`src/ksc_pkg.sv`:
```
package ksc_pkg;

  localparam int ALPHA_COUNT = 26;
  localparam int IDX_W       = $clog2(ALPHA_COUNT);
  localparam int TBL_DEPTH   = 1 << IDX_W;
  localparam int CHAR_W      = 8;
  localparam int KEY_W       = ALPHA_COUNT;

  localparam logic [CHAR_W-1:0] LETTER_A = 8'd65;
  localparam logic [CHAR_W-1:0] LETTER_Z = 8'd90;
  localparam logic [CHAR_W-1:0] CASE_GAP = 8'd32;
  localparam logic [IDX_W-1:0]  LAST_IDX = IDX_W'(ALPHA_COUNT - 1);

  // configuration register indexes
  typedef enum logic [0:0] {
    CFG_KEY_SET = 1'b0,
    CFG_DECRYPT = 1'b1
  } cfg_index_t;

  // table builder state
  typedef enum logic [0:0] {
    ST_BUILD = 1'b0,
    ST_RUN   = 1'b1
  } ctrl_state_t;

endpackage

```
`src/keyword_substitution_cipher_core.sv`:
```
// keyword substitution cipher on a byte stream
//
// channels: input bytes arrive on s_tvalid/s_tready/s_tdata, substituted bytes
// leave on m_tvalid/m_tready/m_tdata, one result request per input request.
// configuration writes come over cfg_valid/cfg_ready/cfg_index/cfg_data:
// index CFG_KEY_SET takes the 26-bit key letter set, index CFG_DECRYPT takes
// the mode in bit 0. write only while no byte is in flight.
//
// two 32x5 tables hold the forward cipher alphabet and its inverse. after
// reset and after every key write a builder sweeps the 26 letters, one per
// cycle, writing one entry of each table; while it runs s_tready and
// cfg_ready are low. a mode write needs no rebuild.
//
// an input request passes the table read, then the output register, on its way to
// m_tvalid. throughput is one byte per cycle outside a build and while the receiver
// keeps up, set by the single read port of each table. when the receiver stalls the
// output register holds, the read stage holds behind it, and s_tready drops once both are full.
module keyword_substitution_cipher_core import ksc_pkg::*; (
  input  logic                clk,
  input  logic                rst,
  // input stream
  input  logic                s_tvalid,
  output logic                s_tready,
  input  logic [CHAR_W-1:0]   s_tdata,   // [7:0] in_char
  // output stream
  output logic                m_tvalid,
  input  logic                m_tready,
  output logic [CHAR_W-1:0]   m_tdata,   // [7:0] out_char
  // configuration writes
  input  logic                cfg_valid,
  output logic                cfg_ready,
  input  cfg_index_t          cfg_index,
  input  logic [KEY_W-1:0]    cfg_data
);

  // configuration registers
  logic [KEY_W-1:0] key_set;
  logic             decrypt;

  // table builder
  ctrl_state_t      state;
  ctrl_state_t      state_next;
  logic [IDX_W-1:0] build_idx;
  logic [IDX_W-1:0] below_cnt;   // key letters below build_idx
  logic [IDX_W-1:0] tbl_rank;
  logic             building;
  logic             key_write;

  // lookup pipeline
  logic              accept;
  logic              advance;
  logic              s1_valid;
  logic [CHAR_W-1:0] s1_char;
  logic              s1_letter;
  logic [CHAR_W-1:0] in_upper;
  logic              in_is_upper;
  logic              in_is_lower;
  logic [IDX_W-1:0]  in_pos;
  logic [IDX_W-1:0]  fwd_rd;
  logic [IDX_W-1:0]  inv_rd;
  logic [IDX_W-1:0]  sel_idx;
  logic [CHAR_W-1:0] out_char;

  // ---------------------------------------------------------------------
  // configuration
  // ---------------------------------------------------------------------
  assign cfg_ready = ~building;
  assign key_write = cfg_valid & cfg_ready & (cfg_index == CFG_KEY_SET);

  always_ff @(posedge clk) begin
    if (rst) begin
      key_set <= '0;
      decrypt <= 1'b0;
    end else if (cfg_valid && cfg_ready) begin
      unique case (cfg_index)
        CFG_KEY_SET: key_set <= cfg_data;
        CFG_DECRYPT: decrypt <= cfg_data[0];
        default:     key_set <= key_set;
      endcase
    end
  end

  // ---------------------------------------------------------------------
  // table builder: key letters take ranks in ascending order, the others
  // follow from Z down to A, so an unused letter i lands at 25 - i plus the
  // key letters below it
  // ---------------------------------------------------------------------
  always_comb begin
    state_next = state;
    unique case (state)
      ST_BUILD: begin
        if (build_idx == LAST_IDX) begin
          state_next = ST_RUN;
        end
      end
      ST_RUN: begin
        if (key_write) begin
          state_next = ST_BUILD;
        end
      end
      default: state_next = ST_BUILD;
    endcase
  end

  always_comb begin
    building = 1'b0;
    unique case (state)
      ST_BUILD: building = 1'b1;
      ST_RUN:   building = 1'b0;
      default:  building = 1'b1;
    endcase
  end

  always_ff @(posedge clk) begin
    if (rst) begin
      state     <= ST_BUILD;
      build_idx <= '0;
      below_cnt <= '0;
    end else begin
      state <= state_next;
      if (building) begin
        build_idx <= build_idx + IDX_W'(1);
        below_cnt <= below_cnt + IDX_W'(key_set[build_idx]);
      end else begin
        build_idx <= '0;
        below_cnt <= '0;
      end
    end
  end

  assign tbl_rank = key_set[build_idx] ? below_cnt : (LAST_IDX - build_idx + below_cnt);

  // ---------------------------------------------------------------------
  // input decode
  // ---------------------------------------------------------------------
  assign in_is_upper = (s_tdata >= LETTER_A) && (s_tdata <= LETTER_Z);
  assign in_is_lower = (s_tdata >= LETTER_A + CASE_GAP) && (s_tdata <= LETTER_Z + CASE_GAP);
  assign in_upper    = in_is_lower ? (s_tdata - CASE_GAP) : s_tdata;
  assign in_pos      = IDX_W'(in_upper - LETTER_A);

  assign advance  = ~s1_valid | ~m_tvalid | m_tready;
  assign s_tready = ~building & advance;
  assign accept   = s_tvalid & s_tready;

  // forward table: rank -> letter index
  ksc_ram #(
    .WIDTH (IDX_W),
    .DEPTH (TBL_DEPTH)
  ) u_fwd_ram (
    .clk   (clk),
    .we    (building),
    .waddr (tbl_rank),
    .wdata (build_idx),
    .re    (accept),
    .raddr (in_pos),
    .rdata (fwd_rd)
  );

  // inverse table: letter index -> rank
  ksc_ram #(
    .WIDTH (IDX_W),
    .DEPTH (TBL_DEPTH)
  ) u_inv_ram (
    .clk   (clk),
    .we    (building),
    .waddr (build_idx),
    .wdata (tbl_rank),
    .re    (accept),
    .raddr (in_pos),
    .rdata (inv_rd)
  );

  // read stage, in step with the table read data
  always_ff @(posedge clk) begin
    if (rst) begin
      s1_valid <= 1'b0;
    end else if (advance) begin
      s1_valid <= accept;
    end
  end

  always_ff @(posedge clk) begin
    if (accept) begin
      s1_char   <= in_upper;
      s1_letter <= in_is_upper | in_is_lower;
    end
  end

  // ---------------------------------------------------------------------
  // output register
  // ---------------------------------------------------------------------
  assign sel_idx  = decrypt ? inv_rd : fwd_rd;
  assign out_char = s1_letter ? (LETTER_A + CHAR_W'(sel_idx)) : s1_char;

  always_ff @(posedge clk) begin
    if (rst) begin
      m_tvalid <= 1'b0;
    end else if (~m_tvalid | m_tready) begin
      m_tvalid <= s1_valid;
    end
  end

  always_ff @(posedge clk) begin
    if ((~m_tvalid | m_tready) && s1_valid) begin
      m_tdata <= out_char;
    end
  end

  // ---------------------------------------------------------------------
  // assertions
  // ---------------------------------------------------------------------
  a_build_rank_range: assert property (@(posedge clk) disable iff (rst)
    building |-> (tbl_rank <= LAST_IDX))
    else $error("table rank out of range during build");

  a_below_cnt_bound: assert property (@(posedge clk) disable iff (rst)
    building |-> (below_cnt <= build_idx))
    else $error("key letter count exceeds letters swept");

  a_build_ends: assert property (@(posedge clk) disable iff (rst)
    (building && build_idx == LAST_IDX) |=> (state == ST_RUN))
    else $error("table build did not finish after last letter");

  a_no_read_in_build: assert property (@(posedge clk) disable iff (rst)
    building |-> !accept)
    else $error("byte taken while tables are being built");

  a_s1_holds: assert property (@(posedge clk) disable iff (rst)
    (s1_valid && !advance) |=> (s1_valid && $stable(s1_char) && $stable(s1_letter)))
    else $error("read stage lost its byte under stall");

endmodule

```
`src/ksc_ram.sv`:
```
module ksc_ram #(
  parameter int WIDTH = 8,
  parameter int DEPTH = 32
) (
  input  logic                     clk,
  input  logic                     we,
  input  logic [$clog2(DEPTH)-1:0] waddr,
  input  logic [WIDTH-1:0]         wdata,
  input  logic                     re,
  input  logic [$clog2(DEPTH)-1:0] raddr,
  output logic [WIDTH-1:0]         rdata
);

  logic [WIDTH-1:0] mem [DEPTH];

  always_ff @(posedge clk) begin
    if (we) begin
      mem[waddr] <= wdata;
    end
    if (re) begin
      rdata <= mem[raddr];
    end
  end

endmodule
```
`config.mk`:
```
export PLATFORM = sky130hd
export DESIGN_NAME = keyword_substitution_cipher_core
export DESIGN_NICKNAME = d
export VERILOG_FILES = /design/src/ksc_pkg.sv /design/src/keyword_substitution_cipher_core.sv /design/src/ksc_ram.sv
export SDC_FILE = /design/constraint.sdc
export NUM_CORES = 1
export LEC_CHECK = 0
export BUFFER_PORTS_ARGS = -buffer_cell sky130_fd_sc_hd__buf_2
export CAP_MARGIN = 10
export CORE_ASPECT_RATIO = 2
export CORE_MARGIN = 3
export CORE_UTILIZATION = 30
export CTS_CLUSTER_SIZE = 14
export DETAILED_ROUTE_END_ITERATION = 16
export PLACE_DENSITY = 0.56
export SKIP_LAST_GASP = 1
export SLEW_MARGIN = 20
export SYNTH_ARGS = -nofsm -noshare
export SYNTH_HDL_FRONTEND = slang
export SYNTH_HIERARCHICAL = 1
export SYNTH_SLANG_ARGS = --single-unit
```
`constraint.sdc`:
```
create_clock -name clk -period 7.2 [get_ports clk]
set_input_delay 1.44 -clock clk [delete_from_list [all_inputs] [get_ports clk]]
set_output_delay 1.44 -clock clk [all_outputs]
set_load 0.02 [all_outputs]
```
==> results of run 1 <==
logic make-up (layout without fill, tap and decap cells):
family / count (synthesis) / in the layout
xor gates and xnor gates: 16 / 16
and+or+nand+nor: 201 / 201
muxes: 135 / 135
DFF: 387 / 387
buffers and inverters: 64 / 140
AOI/OAI and AO/OA: 51 / 51
adders and majority gates: 18 / 18
power groups by stage:
stage / Combinational (mW) / Clock, mW / Sequential [mW]
2_1_floorplan: 0.228 / 0 / 2.57
3_3_place_gp: 0.372 / 0 / 2.56
3_5_place_dp: 0.378 / 0 / 2.57
4_1_cts: 0.378 / 1.73 / 2.52
5_1_grt: 0.394 / 1.81 / 2.52
6_report: 0.368 / 1.68 / 2.52
cell type report:
class                           instances  area, um2  area share [%]
Clock buffer                           49      948.4           5.316
Clock inverter                          5      26.28          0.1473
Inverter                               24      92.59          0.5190
Multi-Input combinational cell        421       4370           24.50
Sequential cell                       387      11220           62.91
Tap cell                              660      825.8           4.629
Timing Repair Buffer                   62      352.8           1.978
cell usage after synthesis, drive strengths merged (10+ instances only):
master,number
a21oi,31
buf,15
clkbuf,25
dfxtp,40
edfxtp,347
ha,17
inv,24
mux2,20
mux2i,12
mux4,103
nand2,61
nand3,12
nand3b,10
nor2,85
worst max-delay path, cell delays in order:
cell	delay, ps
buf_2	140
inv_4	490
buf_4	870
mux4_2	680
mux4_2	490
mux2_2	270
worst max-delay path by stage:
stage / endpoint / slack [ps] / from
floorplan: u_fwd_ram/mem[19][0] / 2570 / build_idx[2]
global placement: u_inv_ram/rdata[0] / 2400 / s_tdata[0]
detailed placement: u_inv_ram/rdata[3] / 2390 / s_tdata[0]
CTS: u_fwd_ram/rdata[3] / 2940 / s_tdata[0]
global route: u_fwd_ram/rdata[3] / 2760 / s_tdata[0]
finish: u_inv_ram/rdata[3] / 3010 / s_tdata[0]
flip-flops by register name (all words and copies together) (netlist names), 5 cells and up:
signal / count
build_idx: 5
u_inv_ram/rdata: 5
u_fwd_ram/rdata: 5
u_fwd_ram/mem: 160
u_inv_ram/mem: 160
s1_char: 8
m_tdata: 8
key_set: 26
below_cnt: 5
per-layer routing:
| layer | vias to the layer above | GRT usage [%] | part of all wire (%) |
|---|---|---|---|
| li1 | 3525 | - | - |
| met1 | 4083 | 11.78 | 29 |
| met2 | 164 | 29.24 | 62 |
| met3 | 86 | 1.385 | 2.5 |
| met4 | 0 | 8.563 | 6.1 |
| met5 | - | 0 | 0 |
==> metrics.md, run 1 <==
| Metric | Value |
|---|---|
| First-pass GRT wire length | `55,940 um` |
| Post-Synthesis Cells | `872` |
| Placed Cells | `1,554` |
| Via count | `7,858` |
| Hold path start | `key_set[10]` |
| Hold Path End | `key_set[10]` |
| Top cell type's share of synthesized area | `66.02%` |
| Mux cell area share after synthesis | `16.93%` |
| Post-Route WL | `38,120 um` |
| Final std cells w/o fill | `1,608` |
| Post-CTS Hold Buffers | `0` |
| Relative slew slack | `34.03%` |
| CTS sink cnt | `387` |
| Synth Area per Inst | `18.10 um2` |
| Clk root buf | `clkbuf_16` |
| Kind of critical path | `in -> reg` |
| Setup Buffers After CTS | `0` |
| Tmin final | `4190 ps` |
| CP max FO | `50` |
| Utilization after layout | `34.33%` |
| Initial antenna violation count | `0` |
| Worst hold path type | `reg -> reg` |
| Design area | `0.01784 mm2` |
| Synth top area cells | `edfxtp_1, mux4_2, dfxtp_1` |
| Die ar. | `0.05556 mm2` |
| Initial DRC Count | `417` |
| Largest area contributor in the netlist | `edfxtp_1` |
| Post-Syn Nets | `930` |
| Filler instances | `4,986` |
| Setup_tns | `0 ps` |
| RR Endpoint | `u_fwd_ram/mem[19][2]` |
| PostCTS Resize Cnt | `0` |
| Share of cells above drive strength 1 | `26.37%` |
| Yosys reg bits | `387` |
| Endpoints failing setup | `0` |
| Unrepaired setup endpoints after global routing | `false` |
| Worst setup SP type | `primary input` |
| Register area share after synthesis | `71.10%` |
| Final Max Slew Viols | `0` |
| Worst slew pin tran | `989.6 ps` |
| Async S/R FF share, synth | `0%` |
| Dpl hpwl | `26,570 um` |
| Critical Path AT | `4480 ps` |
| Gpl congestion | `0.8127` |
| Maximum clock rate | `238.6 MHz` |
| Post-DP Area | `0.01686 mm2` |
| Residual DRC | `0` |
| Max Buffers Root-to-Sink | `3` |
| R2r setup slk | `3040 ps` |
| Largest family of logic cells by synthesized area | `multiplexers` |
| Share of total power in combinational logic | `8.1%` |
| Hold depth | `2` |
| Final Total Pwr | `4.563 mW` |
| Most frequent cells in the layout | `edfxtp_1, mux4_2, nor2_1` |
| Vias in the first global route | `8,637` |
| Compound-Gate Fraction of Synth Area | `1.958%` |
| Netlist cell types | `50` |
| Worst Skew | `18.21 ps` |
| R2R Path Start | `build_idx[2]` |
| Pwr per Cell Area | `255.7 mW/mm2` |
| Max VDD drop | `0.1679 mV` |
| Sw Ratio | `21.94%` |
| Total CTS buffers | `34` |
| GR Overflow Total | `0` |
| Via/cell ratio | `4.887` |
| Part of the power in registers | `55.1%` |
| Num ports | `51` |
| Prevailing post-synth register cell | `edfxtp_1` |
| CORE AREA | `0.05197 mm2` |
| Area growth from synthesis to layout | `13.04%` |
| Total net switching power | `1.001 mW` |
| H-Tree Depth | `2` |
| # nets final | `988` |
| Fin Hold WS | `453.4 ps` |
| Adder-Cell Fraction of Synth Area | `1.475%` |
| Pleak | `5.630 nW` |
| Worst setup EP type | `flop` |
| CTS tree | `built` |
| Routed Antenna Nets | `0` |
| # port buffers | `50` |
| Clk slew on worst S/H paths | `70 ps` |
| Starting Density | `30.37%` |
| Max Cap Viol | `0` |
| Post-Synth XOR/XNOR Area | `0.8879%` |
| Worst skew pair latency | `530 ps` |
| Number of flops mapped to enable cells by yosys | `347` |
| Post-Synthesis Cell Area | `0.01578 mm2` |
| Antenna diodes | `0` |
| Global-route usage over all layers | `13.83%` |
| DP Worst Slack | `2385 ps` |
| Placement row count | `118` |
| DR WL/cell | `23.71 um` |
| Setup slack after layout | `3010 ps` |
| Die W | `168.2 um` |
| Internal power | `3.562 mW` |
| TritonRoute pass-1 iters | `5` |
| Pin count of the biggest net entering global routing | `81` |
| Die H | `330.4 um` |
| Commonest non-fill, non-tap cell in the layout | `edfxtp_1` |
| Final Hold Vio Count | `0` |
| Post-synthesis simple-gate area fraction | `5.938%` |
| Clock power share | `36.8%` |
| Critical Path RT | `7490 ps` |
| Path depth of the worst reg2reg path | `8` |
| Status | `finished clean` |
| Yosys warns | `6` |
| Final period util | `58.20%` |
Power figures use the tool's default switching activity.
==> run 2, diff against run 1 <==
--- a/config.mk
+++ b/config.mk
@@ -12,7 +12,7 @@
 export CORE_UTILIZATION = 30
 export CTS_CLUSTER_SIZE = 14
 export DETAILED_ROUTE_END_ITERATION = 16
-export PLACE_DENSITY = 0.56
+export PLACE_DENSITY = 0.58
 export SKIP_LAST_GASP = 1
 export SLEW_MARGIN = 20
 export SYNTH_ARGS = -nofsm -noshare
==> constraint.sdc (replaced) <==
create_clock -name clk -period 3.8 [get_ports clk]
set_input_delay 0.76 -clock clk [delete_from_list [all_inputs] [get_ports clk]]
set_output_delay 0.76 -clock clk [all_outputs]
set_load 0.02 [all_outputs]
==> metrics.md, run 2 (synthesis gave the netlist of run 1 again) <==
| Metric | Value |
|---|---|
| Status | `finished clean (unchanged)` |
| Num ports | `51 (unchanged)` |
| CORE AREA | `0.05197 mm2 (unchanged)` |
| Area growth from synthesis to layout | `15.09% (was 13.04%)` |
| Dpl hpwl | `24,660 um (was 26,570 um)` |
| # nets final | `1,021 (was 988)` |
| Met2 usage | `25.61% (was 29.24%)` |
| Final Total Pwr | `8.753 mW (was 4.563 mW)` |
| Clk root buf | `clkbuf_16 (unchanged)` |
| Setup_tns | `0 ps (unchanged)` |
| Area of the multi-input gates | `0.004364 mm2 (was 0.004370 mm2)` |
| Maximum clock rate | `285.7 MHz` |
| Antenna diodes | `0 (unchanged)` |
| CTS sink cnt | `387 (unchanged)` |
| Global-route usage over all layers | `12.46% (was 13.83%)` |
| PostCTS Resize Cnt | `0 (unchanged)` |
| Worst slew pin tran | `1038 ps (was 989.6 ps)` |
| GR Overflow Total | `0 (unchanged)` |
| First-pass GRT wire length | `52,050 um (was 55,940 um)` |
| Worst setup EP type | `flop (unchanged)` |
| Residual DRC | `0 (unchanged)` |
| Register area | `0.01122 mm2 (unchanged)` |
| Worst hold path type | `reg -> reg (unchanged)` |
| GR Util met1 | `11.89% (was 11.78%)` |
| # port buffers | `50 (unchanged)` |
| Total CTS buffers | `35 (was 34)` |
| Max VDD drop | `0.2891 mV (was 0.1679 mV)` |
| Biggest regs | `u_fwd_ram/mem: 160 flops, u_inv_ram/mem: 160 flops, key_set: 26 flops (unchanged)` |
| Pleak | `5.841 nW (was 5.630 nW)` |
| H-Tree Depth | `2 (unchanged)` |
| Final Max Slew Viols | `0 (unchanged)` |
| Slowest library cell on the worst path | `or3b_2 (was buf_4)` |
| Initial antenna violation count | `0 (unchanged)` |
| Post-CTS Hold Buffers | `0 (unchanged)` |
| Commonest non-fill, non-tap cell in the layout | `edfxtp_1 (unchanged)` |
| CTS tree | `built (unchanged)` |
| Max Cap Viol | `0 (unchanged)` |
| Die H | `330.4 um (unchanged)` |
| Placement row count | `118 (unchanged)` |
| Pin count of the biggest net entering global routing | `61 (was 81)` |
| TritonRoute pass-1 iters | `5 (unchanged)` |
| Critical Path AT | `3650 ps (was 4480 ps)` |
| CP max FO | `9 (was 50)` |
| Gpl congestion | `0.7968 (was 0.8127)` |
| Die ar. | `0.05556 mm2 (unchanged)` |
| Post-Route WL | `34,290 um (was 38,120 um)` |
| Initial DRC Count | `400 (was 417)` |
| Routed Antenna Nets | `0 (unchanged)` |
| Tmin final | `3500 ps` |
| Final period util | `92.11%` |
| Starting Density | `30.37% (unchanged)` |
| Most frequent cells in the layout | `edfxtp_1, mux4_2, nor2_1 (unchanged)` |
| CP startpoint | `below_cnt[3] (was s_tdata[0])` |
| Relative slew slack | `30.72% (was 34.03%)` |
| Worst skew pair latency | `530 ps (about the same)` |
| Via/cell ratio | `4.772 (was 4.887)` |
| Max Buffers Root-to-Sink | `3 (unchanged)` |
| Fin Hold WS | `453.9 ps (was 453.4 ps)` |
| Unrepaired setup endpoints after global routing | `false (unchanged)` |
| Clk slew on worst S/H paths | `70 ps (about the same)` |
| Final Hold Vio Count | `0 (unchanged)` |
| Critical Path RT | `3940 ps (was 7490 ps)` |
| GR peak layer | `met2 (unchanged)` |
| Sequence of cells on the critical path | `inv_1 -> ha_1 -> inv_1 -> ha_1 -> a21oi_1 -> and3_1 -> nor2_1 -> a32oi_1 -> xnor2_4 -> or3b_2 -> nor2_1 (was buf_2 -> inv_4 -> buf_4 -> mux4_2 -> mux4_2 -> mux2_2)` |
| Kind of critical path | `reg -> reg (was in -> reg)` |
| DR WL/cell | `20.90 um (was 23.71 um)` |
| Worst setup SP type | `flop (was primary input)` |
| Hold path start | `key_set[5] (was key_set[10])` |
| Crit-path max cell delay | `560 ps (was 870 ps)` |
| R2R Path Start | `below_cnt[3] (was build_idx[2])` |
| M3 GR Usage | `1.481% (was 1.385%)` |
| Endpoints failing setup | `0 (unchanged)` |
| Worst Skew | `33.21 ps (was 18.21 ps)` |
| Filler instances | `4,959 (was 4,986)` |
| Pwr per Cell Area | `481.8 mW/mm2 (was 255.7 mW/mm2)` |
| Via count | `7,831 (was 7,858)` |
| Vias in the first global route | `8,648 (was 8,637)` |
| Die W | `168.2 um (unchanged)` |
| Setup Buffers After CTS | `0 (unchanged)` |
| Share of cells above drive strength 1 | `28.95% (was 26.37%)` |
==> run 2: cell types whose count changed in the layout (fill, tap and decap cells not counted), sizes merged <==
cell	previous run	this run
inv	24	27
clkinv	5	7
clkbuf	49	44
bufinv	0	1
buf	62	94
==> run 2: report_power, final <==
part           internal [mW]  total [mW]  switching (mW)  leakage (nW)
combinational          0.306       0.720           0.414          1.86
clock                   1.80        3.26            1.46         0.506
sequential              4.75        4.77          0.0229          3.47
==> run 2: worst paths after layout <==
kind	to	slack (ps)	cells past startpoint
setup / recovery	u_fwd_ram/mem[11][3]	300	11
hold reg to reg	key_set[5]	450	2
setup reg to reg	u_fwd_ram/mem[11][3]	300	11
hold / removal	key_set[5]	450	2
==> run 2: per-stage QoR <==
stage	setup slack, ps	instances	util, %	cell area (um2)
final	299.7	1641	34.95	18160
after global routing	39.21	1641	34.95	18160
after CTS	177.2	1641	34.95	18160
after detailed placement	199.6	1586	32.97	17140
after global placement	323.7	1586	32.97	17140
after floorplan	46.80	872	-	15820
==> run 2: cell type report <==
cell class	count	share of cell area, %
well taps	660	4.546
clock inverters	11	0.5304
clock buffers	44	5.125
multi-input cells	421	24.03
repair buffers	94	3.472
flip-flops and latches	387	61.79
inverters	24	0.5097
==> run 2: critical path, delay by kind of cell (launching register included) <==
family / cells / cell delay, ps
adder cells (fa/ha/maj): 2 / 620
flip-flops: 1 / 330
buffers and inverters: 2 / 140
XOR/XNOR: 1 / 180
AND/OR/NAND/NOR: 4 / 1260
AO/OA/AOI/OAI: 2 / 590
==> run 2: layer usage <==
metal | up-vias | part of all wire, % | wire length, um
li1 | 3592 | - | -
met1 | 4017 | 32 | 11090
met2 | 158 | 60 | 20690
met3 | 64 | 2.9 | 1006
met4 | 0 | 4.4 | 1495
met5 | - | 0 | 0
==> run 3, diff against run 2 <==
--- a/config.mk
+++ b/config.mk
@@ -5,14 +5,16 @@
 export SDC_FILE = /design/constraint.sdc
 export NUM_CORES = 1
 export LEC_CHECK = 0
+export ABC_CLOCK_PERIOD_IN_PS = 3800
 export BUFFER_PORTS_ARGS = -buffer_cell sky130_fd_sc_hd__buf_2
 export CAP_MARGIN = 10
 export CORE_ASPECT_RATIO = 2
 export CORE_MARGIN = 3
-export CORE_UTILIZATION = 30
+export CORE_UTILIZATION = 25
+export CTS_BUF_LIST = sky130_fd_sc_hd__clkbuf_8
 export CTS_CLUSTER_SIZE = 14
 export DETAILED_ROUTE_END_ITERATION = 16
-export PLACE_DENSITY = 0.58
+export PLACE_DENSITY = 0.52
 export SKIP_LAST_GASP = 1
 export SLEW_MARGIN = 20
 export SYNTH_ARGS = -nofsm -noshare
==> metrics.md, run 3 (synthesis gave the netlist of run 1 again) <==
| Metric | Value |
|---|---|
| Vias in the first global route | `8,839 (was 8,648)` |
| Final period util | `93.35% (was 92.11%)` |
| Post-Route WL | `37,030 um (was 34,290 um)` |
| Tmin final | `3547 ps (was 3500 ps)` |
| Max VDD drop | `0.2147 mV (was 0.2891 mV)` |
| Clk slew on worst S/H paths | `70 ps (about the same)` |
| TritonRoute pass-1 iters | `7 (was 5)` |
| Gpl congestion | `0.7567 (was 0.7968)` |
| Endpoints failing setup | `0 (unchanged)` |
| Max Cap Viol | `0 (unchanged)` |
| Initial antenna violation count | `1 (was 0)` |
| Dpl hpwl | `26,510 um (was 24,660 um)` |
| Worst setup EP type | `flop (unchanged)` |
| Initial DRC Count | `472 (was 400)` |
| Critical Path AT | `3840 ps (was 3650 ps)` |
| CP max FO | `13 (was 9)` |
| Die ar. | `0.06636 mm2 (was 0.05556 mm2)` |
| Relative slew slack | `32.04% (was 30.72%)` |
| Area growth from synthesis to layout | `16.25% (was 15.09%)` |
| Worst hold path type | `in -> reg (was reg -> reg)` |
| Worst skew pair latency | `640 ps (was 530 ps)` |
| Final Total Pwr | `8.512 mW (was 8.753 mW)` |
| Starting Density | `25.40% (was 30.37%)` |
| Total net switching power | `2.020 mW (was 1.895 mW)` |
| First-pass GRT wire length | `55,000 um (was 52,050 um)` |
| Sw Ratio | `23.73% (was 21.65%)` |
| H-Tree Depth | `2 (unchanged)` |
| Part of the power in registers | `56.1% (was 54.5%)` |
| Global-route usage over all layers | `11.16% (was 12.46%)` |
| Die H | `361.3 um (was 330.4 um)` |
| Hold path start | `cfg_data[14] (was key_set[5])` |
| Pwr per Cell Area | `463.9 mW/mm2 (was 481.8 mW/mm2)` |
| R2R Path Start | `build_idx[2] (was below_cnt[3])` |
| Worst setup SP type | `flop (unchanged)` |
| Share of total power in combinational logic | `8.7% (was 8.2%)` |
| Pleak | `5.948 nW (was 5.841 nW)` |
| Setup_tns | `0 ps (unchanged)` |
| Biggest regs | `u_fwd_ram/mem: 160 flops, u_inv_ram/mem: 160 flops, key_set: 26 flops (unchanged)` |
| Placement row count | `129 (was 118)` |
| Setup Buffers After CTS | `0 (unchanged)` |
| Worst Skew | `46.58 ps (was 33.21 ps)` |
| Die W | `183.7 um (was 168.2 um)` |
| Post-CTS Hold Buffers | `0 (unchanged)` |
| Maximum clock rate | `281.9 MHz (was 285.7 MHz)` |
| Kind of critical path | `reg -> reg (unchanged)` |
| Pin count of the biggest net entering global routing | `54 (was 61)` |
| CTS sink cnt | `387 (unchanged)` |
| Clock power share | `35.3% (was 37.3%)` |
| Commonest non-fill, non-tap cell in the layout | `edfxtp_1 (unchanged)` |
| Worst slew pin tran | `1018 ps (was 1038 ps)` |
| DR WL/cell | `20.36 um (was 20.90 um)` |
| CTS tree | `built (unchanged)` |
| Routed Antenna Nets | `0 (unchanged)` |
| GR Overflow Total | `0 (unchanged)` |
| # nets final | `1,047 (was 1,021)` |
| Final Hold Vio Count | `0 (unchanged)` |
| PostCTS Resize Cnt | `0 (unchanged)` |
| Critical Path RT | `4090 ps (was 3940 ps)` |
| CP startpoint | `build_idx[2] (was below_cnt[3])` |
| Max Buffers Root-to-Sink | `3 (unchanged)` |
| Clk root buf | `clkbuf_8 (was clkbuf_16)` |
| Unrepaired setup endpoints after global routing | `false (unchanged)` |
| Status | `finished clean (unchanged)` |
| # port buffers | `50 (unchanged)` |
| Residual DRC | `0 (unchanged)` |
| Via count | `8,067 (was 7,831)` |
| Internal power | `6.491 mW (was 6.857 mW)` |
| Via/cell ratio | `4.435 (was 4.772)` |
| Final Max Slew Viols | `0 (unchanged)` |
| Total CTS buffers | `52 (was 35)` |
| CORE AREA | `0.06214 mm2 (was 0.05197 mm2)` |
| Num ports | `51 (unchanged)` |
| Most frequent cells in the layout | `edfxtp_1, mux4_2, nor2_1 (unchanged)` |
| Share of cells above drive strength 1 | `31.20% (was 28.95%)` |
| Filler instances | `6,064 (was 4,959)` |
[run 3: cell types whose count changed in the layout (fill, tap and decap cells not counted), sizes merged]
cell	previous run	this run
xnor2	7	8
bufinv	1	2
buf	94	102
clkinv	7	19
diode	0	1
clkinvlp	0	1
clkbuf	44	52
inv	27	47
[run 3: through the flow]
| step | util, % | cells | instance area [um2] | setup slack [ps] | hold WS (ps) |
|---|---|---|---|---|---|
| after floorplan | - | 872 | 15820 | 46.80 | 432.9 |
| after global placement | 27.89 | 1720 | 17330 | 185.2 | 447.1 |
| after detailed placement | 27.89 | 1720 | 17330 | 163.3 | 447.7 |
| after CTS | 29.47 | 1817 | 18310 | 106.9 | 297.9 |
| after global routing | 29.53 | 1819 | 18350 | 7.623 | 331.8 |
| final | 29.53 | 1819 | 18350 | 252.8 | 356.7 |
[run 3: worst max-delay path: stages, from the launching register on]
cell and delay [ps]:
dfxtp_2 480, inv_1 80, ha_1 320, ha_1 280, nand3_1 80, a21oi_1 230
nor2_1 90, a32oi_2 500, xnor2_4 250, or3b_2 610, nor2_2 270
[run 3: metal layers]
metal  vias to the layer above  GRT usage, %  share of wire (%)
li1                       3665             -                  -
met1                      4160         9.631                 30
met2                       163         23.63                 62
met3                        79         1.398                3.0
met4                         0         5.876                4.6
met5                         -             0                  0
[run 3: cell type report]
cell class | instances | area (um2) | share of cell area, %
timing repair buffer | 102 | 665.6 | 3.628
inverter | 24 | 92.59 | 0.5046
multi-input combinational | 422 | 4398 | 23.97
tap | 786 | 983.4 | 5.360
clock inverter | 45 | 265.3 | 1.446
sequential | 387 | 11220 | 61.18
antenna | 1 | 2.502 | 0.01364
clock buffer | 52 | 715.7 | 3.901
[run 3: power groups by stage]
stage / Clock (mW) / Combinational (mW) / Sequential, mW
2_1_floorplan: 0 / 0.436 / 4.86
3_3_place_gp: 0 / 0.754 / 4.86
3_5_place_dp: 0 / 0.760 / 4.87
4_1_cts: 3.13 / 0.762 / 4.77
5_1_grt: 3.28 / 0.795 / 4.77
6_report: 3.00 / 0.739 / 4.77
[run 3: path summary, 6_finish.rpt]
path / endpoint / slack (ps) / cells past startpoint
hold / removal: key_set[14] / 360 / 3
hold reg to reg: key_set[21] / 450 / 2
setup reg to reg: u_fwd_ram/mem[8][1] / 250 / 10
setup / recovery: u_fwd_ram/mem[8][1] / 250 / 10
